--- src/rtl/core/rlm_pkg.sv ---
`timescale 1ns / 1ps
`default_nettype none
// ----------------------------------------------------------------------------
// rlm_pkg: shared types and constants for the run-length layer merge
// Field masks, layer select codes and the status bundle carried by results.
// ----------------------------------------------------------------------------
package rlm_pkg;

	localparam int PIXEL_COUNT_BITS = 24;

	localparam logic [PIXEL_COUNT_BITS-1:0] IMAGE_PIXELS_RESET = PIXEL_COUNT_BITS'(6144);

	localparam logic [3:0] TRANSPARENT_IDX = 4'hf;
	localparam logic [4:0] UPPER_BASE      = 5'd16;
	localparam logic [2:0] RUN5_MAX_M1     = 3'd7;

	typedef enum logic {
		CMD_LOWER = 1'b0,
		CMD_UPPER = 1'b1
	} layer_cmd_t;

	typedef struct packed {
		logic need_lower;
		logic need_upper;
		logic image_done;
		logic misfed;
	} status_t;

endpackage
`default_nettype wire

--- src/rtl/core/rle_layer_merge.sv ---
`timescale 1ns / 1ps
`default_nettype none
// ----------------------------------------------------------------------------
// rle_layer_merge: merge a 16-colour lower and a 15-colour upper run-length layer into one stream
// Input register, combinational merge logic, result register plus one
// pending slot for the second chunk of a run longer than eight pixels.
// ----------------------------------------------------------------------------
// path: an accepted request is held in the input register, then merged into the result register
// throughput: one result per cycle while out_ready holds; one request per cycle when it yields one
//   result; a run over eight pixels splits into two entries and holds the next request back
// the result register and pending slot hold the two entries of a split run
// reset: layer runs, colours and pixel count clear, image_pixels goes to 6144
module rle_layer_merge (
	input  wire logic                                 clk,
	input  wire logic                                 arst_n,
	input  wire logic                                 image_pixels_we,
	input  wire logic [rlm_pkg::PIXEL_COUNT_BITS-1:0] image_pixels,
	input  wire logic                                 in_valid,
	output logic                                      in_ready,
	input  wire logic                                 command,
	input  wire logic [7:0]                           entry,
	output logic                                      out_valid,
	input  wire logic                                 out_ready,
	output logic [7:0]                                merged_entry,
	output logic                                      entry_valid,
	output logic                                      last,
	output logic                                      need_lower,
	output logic                                      need_upper,
	output logic                                      image_done,
	output logic                                      misfed
);

	localparam int PB = rlm_pkg::PIXEL_COUNT_BITS;

	// input register
	logic       valid_s1;
	logic       command_s1;
	logic [7:0] entry_s1;

	// layer state
	logic [4:0]  lower_left_q, upper_left_q;
	logic [3:0]  lower_colour_q, upper_colour_q;
	logic [PB:0] pixels_done_q;
	logic [PB-1:0] image_pixels_q;

	// result register and pending second chunk
	logic             out_valid_q;
	logic [7:0]       out_entry_q;
	logic             out_entry_valid_q;
	logic             out_last_q;
	rlm_pkg::status_t out_status_q;
	logic             pend_valid_q;
	logic [7:0]       pend_entry_q;

	logic proc_ok, process;

	// merge logic
	logic             is_upper, mis_c, overlap_c, two_c, done_c;
	logic [4:0]       new_len, low_l, up_l, run, low_next, up_next;
	logic [3:0]       low_c, up_c, run_m1;
	logic [4:0]       idx;
	logic [PB:0]      sum;
	logic [7:0]       first_entry, second_entry;
	rlm_pkg::status_t status_c;

	assign proc_ok  = !pend_valid_q && (!out_valid_q || out_ready);
	assign process  = valid_s1 && proc_ok;
	assign in_ready = !valid_s1 || proc_ok;

	always_comb begin
		is_upper = (command_s1 == rlm_pkg::CMD_UPPER);
		mis_c    = is_upper ? (upper_left_q != 5'd0) : (lower_left_q != 5'd0);
		new_len  = {1'b0, entry_s1[7:4]} + 5'd1;
		low_l    = lower_left_q;
		low_c    = lower_colour_q;
		up_l     = upper_left_q;
		up_c     = upper_colour_q;
		if (!mis_c) begin
			if (is_upper) begin
				up_l = new_len;
				up_c = entry_s1[3:0];
			end else begin
				low_l = new_len;
				low_c = entry_s1[3:0];
			end
		end
		overlap_c = !mis_c && (low_l != 5'd0) && (up_l != 5'd0);
		run       = overlap_c ? ((low_l < up_l) ? low_l : up_l) : 5'd0;
		low_next  = low_l - run;
		up_next   = up_l - run;
		idx       = (up_c == rlm_pkg::TRANSPARENT_IDX) ? {1'b0, low_c}
		                                               : (rlm_pkg::UPPER_BASE | {1'b0, up_c});
		// run is 1..16 on overlap, so run-1 fits four bits
		run_m1    = 4'(run - 5'd1);
		two_c     = overlap_c && run_m1[3];
		sum       = pixels_done_q + (PB+1)'(run);
		done_c    = overlap_c && (sum >= {1'b0, image_pixels_q});
		// a second chunk carries the low three bits of run-1, which is run-9
		first_entry  = two_c ? {rlm_pkg::RUN5_MAX_M1, idx} : {run_m1[2:0], idx};
		second_entry = {run_m1[2:0], idx};
		status_c.need_lower = done_c || (low_next == 5'd0);
		status_c.need_upper = done_c || (up_next == 5'd0);
		status_c.image_done = done_c;
		status_c.misfed     = mis_c;
	end

	// control and layer state
	always_ff @(posedge clk or negedge arst_n) begin
		if (!arst_n) begin
			valid_s1       <= 1'b0;
			out_valid_q    <= 1'b0;
			pend_valid_q   <= 1'b0;
			lower_left_q   <= 5'd0;
			upper_left_q   <= 5'd0;
			lower_colour_q <= 4'd0;
			upper_colour_q <= 4'd0;
			pixels_done_q  <= '0;
			image_pixels_q <= rlm_pkg::IMAGE_PIXELS_RESET;
		end else begin
			if (image_pixels_we) begin
				image_pixels_q <= image_pixels;
			end
			if (in_valid && in_ready) begin
				valid_s1 <= 1'b1;
			end else if (process) begin
				valid_s1 <= 1'b0;
			end
			if (process) begin
				out_valid_q  <= 1'b1;
				pend_valid_q <= two_c;
				if (done_c) begin
					lower_left_q   <= 5'd0;
					upper_left_q   <= 5'd0;
					lower_colour_q <= 4'd0;
					upper_colour_q <= 4'd0;
					pixels_done_q  <= '0;
				end else begin
					lower_left_q   <= low_next;
					upper_left_q   <= up_next;
					lower_colour_q <= low_c;
					upper_colour_q <= up_c;
					if (overlap_c) begin
						pixels_done_q <= sum;
					end
				end
			end else if (out_valid_q && out_ready) begin
				// pending chunk moves up, otherwise the result register drains
				out_valid_q  <= pend_valid_q;
				pend_valid_q <= 1'b0;
			end
		end
	end

	// result payload
	always_ff @(posedge clk) begin
		if (in_valid && in_ready) begin
			command_s1 <= command;
			entry_s1   <= entry;
		end
		if (process) begin
			out_entry_q       <= overlap_c ? first_entry : 8'd0;
			out_entry_valid_q <= overlap_c;
			out_last_q        <= !two_c;
			out_status_q      <= status_c;
			pend_entry_q      <= second_entry;
		end else if (out_valid_q && out_ready && pend_valid_q) begin
			out_entry_q <= pend_entry_q;
			out_last_q  <= 1'b1;
		end
	end

	assign out_valid    = out_valid_q;
	assign merged_entry = out_entry_q;
	assign entry_valid  = out_entry_valid_q;
	assign last         = out_last_q;
	assign need_lower   = out_status_q.need_lower;
	assign need_upper   = out_status_q.need_upper;
	assign image_done   = out_status_q.image_done;
	assign misfed       = out_status_q.misfed;

endmodule
`default_nettype wire

--- config.mk ---
export PLATFORM = sky130hd
export DESIGN_NAME = rle_layer_merge
export DESIGN_NICKNAME = d
export VERILOG_FILES = /design/src/rtl/core/rlm_pkg.sv /design/src/rtl/core/rle_layer_merge.sv
export SDC_FILE = /design/constraint.sdc
export NUM_CORES = 1
export LEC_CHECK = 0
export ABC_AREA = 1
export BUFFER_PORTS_ARGS = -buffer_cell sky130_fd_sc_hd__buf_2
export CAP_MARGIN = 30
export CORE_ASPECT_RATIO = 1.75
export CORE_MARGIN = 3
export CORE_UTILIZATION = 55
export CTS_CLUSTER_DIAMETER = 40
export DETAILED_ROUTE_END_ITERATION = 12
export PLACE_DENSITY = 0.77
export SYNTH_ARGS = -nofsm -noshare
export SYNTH_HDL_FRONTEND = slang
export SYNTH_SLANG_ARGS = --single-unit
--- constraint.sdc ---
create_clock -name clk -period 6.2 [get_ports clk]
set_input_delay 0 -clock clk [delete_from_list [all_inputs] [get_ports clk]]
set_output_delay 0 -clock clk [all_outputs]
set_load 0.05 [all_outputs]
==> run summary <==
Via Count -> 5465
Max Cap Violations -> 0
Largest net degree at the start of global routing -> 71
Clock skew -> 0.006691 ns
Final setup margin -> 0.1800 ns
ANT cells -> 0
Gr usage total -> 25.40%
H-tree Lvls -> 3
Post-synth EDFFs -> 31
P&R area growth vs syn -> 22.16%
Core Util, Final -> 69.85%
Worst slew pin tran -> 0.9732 ns
Startpoint class of the critical path -> flop
Most common cell on crit path -> nand2_1
Share of cells above drive strength 1 -> 22.69%
TritonRoute pass-1 iters -> 6
RSZ-0062 raised after global routing -> yes
Core area -> 10820 um2
Syn_nets -> 801
Worst-path clk slew -> 0.07 ns
FP Rows -> 50
Simple-Gate Fraction of Synth Area -> 19.73%
Overall routed net length -> 15970 um
Slowest cell delay on critical path -> 0.47 ns
Post-synthesis adder-cell area fraction -> 8.937%
Slew Limit Fails -> 0
Sequential fraction of the synthesis area -> 43.39%
Post-Syn Area -> 6188 um2
Gr ovfl total -> 0
Cell taking the most area after synthesis -> dfrtp_1
Residual DRC -> 0
Worst VDD drop -> 399.8 uV
CP max stage cell -> edfxtp_1
Power share of the clock group -> 13.4%
Int Power -> 2.072 mW
Setup TNS -> 0 ns
First-pass GRT wire length -> 25270 um
# clock sinks -> 101
Number of global-route vias before repair -> 5560
Final Hold Fails -> 0
Period minus WS final -> 6.020 ns
Worst slew margin -> 34.96%
HPWL after DPL -> 10790 um
Crit path kind -> reg -> reg
Port buffer count -> 53
CP endpoint kind -> flop
Yosys warning count -> 0
Cells after Synth -> 720
CTS root buffer -> clkbuf_16
Count of final setup violators -> 0
Vias per cell -> 5.675
RD Place Congestion -> 0.9971
Peak Freq -> 166.1 MHz
Yosys top cell area share -> 27.50%
Initial antenna violation count -> 0
Dpl ws -> -0.2113 ns
Die Footprint -> 12610 um2
Worst Path Arrival -> 6.24 ns
Net total in the final layout -> 910
CP delay by family, top -> simple AND/OR/NAND/NOR gates
Clk Latency, worst-skew pair -> 0.35 ns
Static leakage -> 3.788 nW
TritonCTS Buffers -> 9
Antenna Nets Post-Route -> 0
Worst-path fanout max -> 9
Tcrit/Tclk final -> 97.10%
DR WL/cell -> 16.59 um
CTS tree -> yes
Net Sw Power -> 2.012 mW
Initial DRC count -> 416
Ys async rst share -> 69.31%
Power share of the sequential group -> 26.4%
Hold WS -> 0.1646 ns
Top post-synthesis cells by area -> dfrtp_1 27%, edfxtp_1 15%, nand2_1 9.2%
Buf/Inv on CP -> 7
Synth Flop Type -> dfrtp_1
Sw frac -> 49.27%
Synth Area in Compound Gates -> 13.36%
Die span in y -> 146.3 um
Data required time of the worst path -> 6.42 ns
Die span in x -> 86.19 um
Comb power frac -> 60.2%
Mean Syn Cell Area -> 8.595 um2
FF+latch count, synth -> 101
Outcome -> finished clean
Synth Area in XOR/XNOR -> 3.963%
Largest family of logic cells by synthesized area -> simple AND/OR/NAND/NOR gates
Clock buffer depth -> 2
Hold WC Path Type -> in -> reg
Yosys cell types -> 46
Initial Utilization -> 57.18%
Post-synthesis mux area share -> 0.1820%
Pwr Density -> 540.3 nW/um2
I/O pin cnt -> 54
[cell usage in the layout, fill, tap and decap left out, types with 5 or more instances in the layout]
master / instances
xor2_1: 21
nand2_1: 148
a21oi_2: 5
nand2_2: 14
nand3_1: 28
buf_2: 53
inv_2: 6
o21ai_1: 5
dfrtp_1: 68
o22ai_2: 20
edfxtp_1: 31
clkbuf_16: 9
ha_1: 39
buf_4: 20
o21ai_0: 54
nor2_4: 8
nor2_2: 8
nand3_2: 6
nand4_1: 10
a21oi_1: 17
nand2_4: 8
nor2_1: 19
o21ai_2: 5
nor4_1: 5
dlygate4sd3_1: 36
inv_1: 138
[layer usage]
metal  routed length, um  GRT usage [%]  up-vias
met5                   0              0        -
met3                 689          4.235       77
met4                 874          14.20        0
met2                8709          46.64      225
met1                5699          26.51     2617
li1                    -              -     2546
[path summary, 6_finish.rpt]
path	start	to	slack, ns	cells after the start
max in group asynchronous	arst_n	pixels_done_q[10]$_DFFE_PN0P_	5.22	3
setup / recovery	command_s1$_DFFE_PP_	lower_colour_q[2]$_DFFE_PN0P_	0.18	41
setup reg to reg	command_s1$_DFFE_PP_	lower_colour_q[2]$_DFFE_PN0P_	0.18	41
hold reg to reg	pixels_done_q[3]$_DFFE_PN0P_	pixels_done_q[3]$_DFFE_PN0P_	0.50	2
hold / removal	image_pixels_we	image_pixels_q[12]$_DFFE_PN1P_	0.16	3
min in group asynchronous	arst_n	lower_colour_q[0]$_DFFE_PN0P_	0.35	3
[metrics by stage]
step / power (mW) / std cells / area, um2
2_1_floorplan: 2.736 / 720 / 6188
3_3_place_gp: 3.181 / 899 / 6613
3_5_place_dp: 3.275 / 899 / 6613
4_1_cts: 3.917 / 953 / 7340
5_1_grt: 4.372 / 963 / 7560
6_report: 4.085 / 963 / 7560
[power groups by stage]
stage	Combinational, mW	Clock, mW	Sequential, mW
final	2.46	0.549	1.08
after global routing	2.70	0.579	1.10
after CTS	2.29	0.553	1.07
after detailed placement	2.19	0	1.08
after global placement	2.11	0	1.07
after floorplan	1.51	0	1.23
[kinds of logic after synthesis]
family,after synthesis
xor gates and xnor gates,28
adders and majority gates,43
buffers and inverters,161
muxes,1
and+or+nand+nor,263
DFF,101
AOI/OAI and AO/OA,123
[state kept, by name, indices dropped and copies added, names as in the netlist, 5 cells and up]
signal,count
entry_s1,8
pixels_done_q,25
pend_entry_q,8
lower_left_q,5
upper_left_q,5
image_pixels_q,24
merged_entry,8
[cell usage after synthesis, types with 5 or more instances]
| master | n |
|---|---|
| nand2_1 | 152 |
| inv_1 | 142 |
| dfrtp_1 | 68 |
| o21ai_0 | 59 |
| ha_1 | 41 |
| edfxtp_1 | 31 |
| nand3_1 | 31 |
| xor2_1 | 24 |
| a21oi_1 | 20 |
| nor2_1 | 20 |
| o22ai_2 | 19 |
| nand2_2 | 12 |
| nor2_2 | 12 |
| nand4_1 | 10 |
| clkbuf_1 | 6 |
| nor3_1 | 6 |
| nand2_4 | 5 |
| nor4_1 | 5 |
| o22ai_1 | 5 |
[repair_timing]
item	in CTS	in global routing
hold buffers	36	0
setup endpoints to repair	43	45
resized for setup	10	34
hold endpoints to repair	104	0
setup buffers	2	6
cloned	1	3
pin swaps	1	10
[final cells by class]
cell class | instances | area (um2)
Clock buffer | 9 | 225.2
Clock inverter | 6 | 55.05
Fill cell | 785 | 3263
Inverter | 145 | 546.8
Multi-Input combinational cell | 462 | 3089
Sequential cell | 101 | 2685
Tap cell | 130 | 162.7
Timing Repair Buffer | 110 | 795.8
[worst min-delay path, cell delays in order]
cell     delay, ns
buf_2         0.31
nand2_1       0.12
o21ai_0       0.07
(Power assumes the default switching activity.)
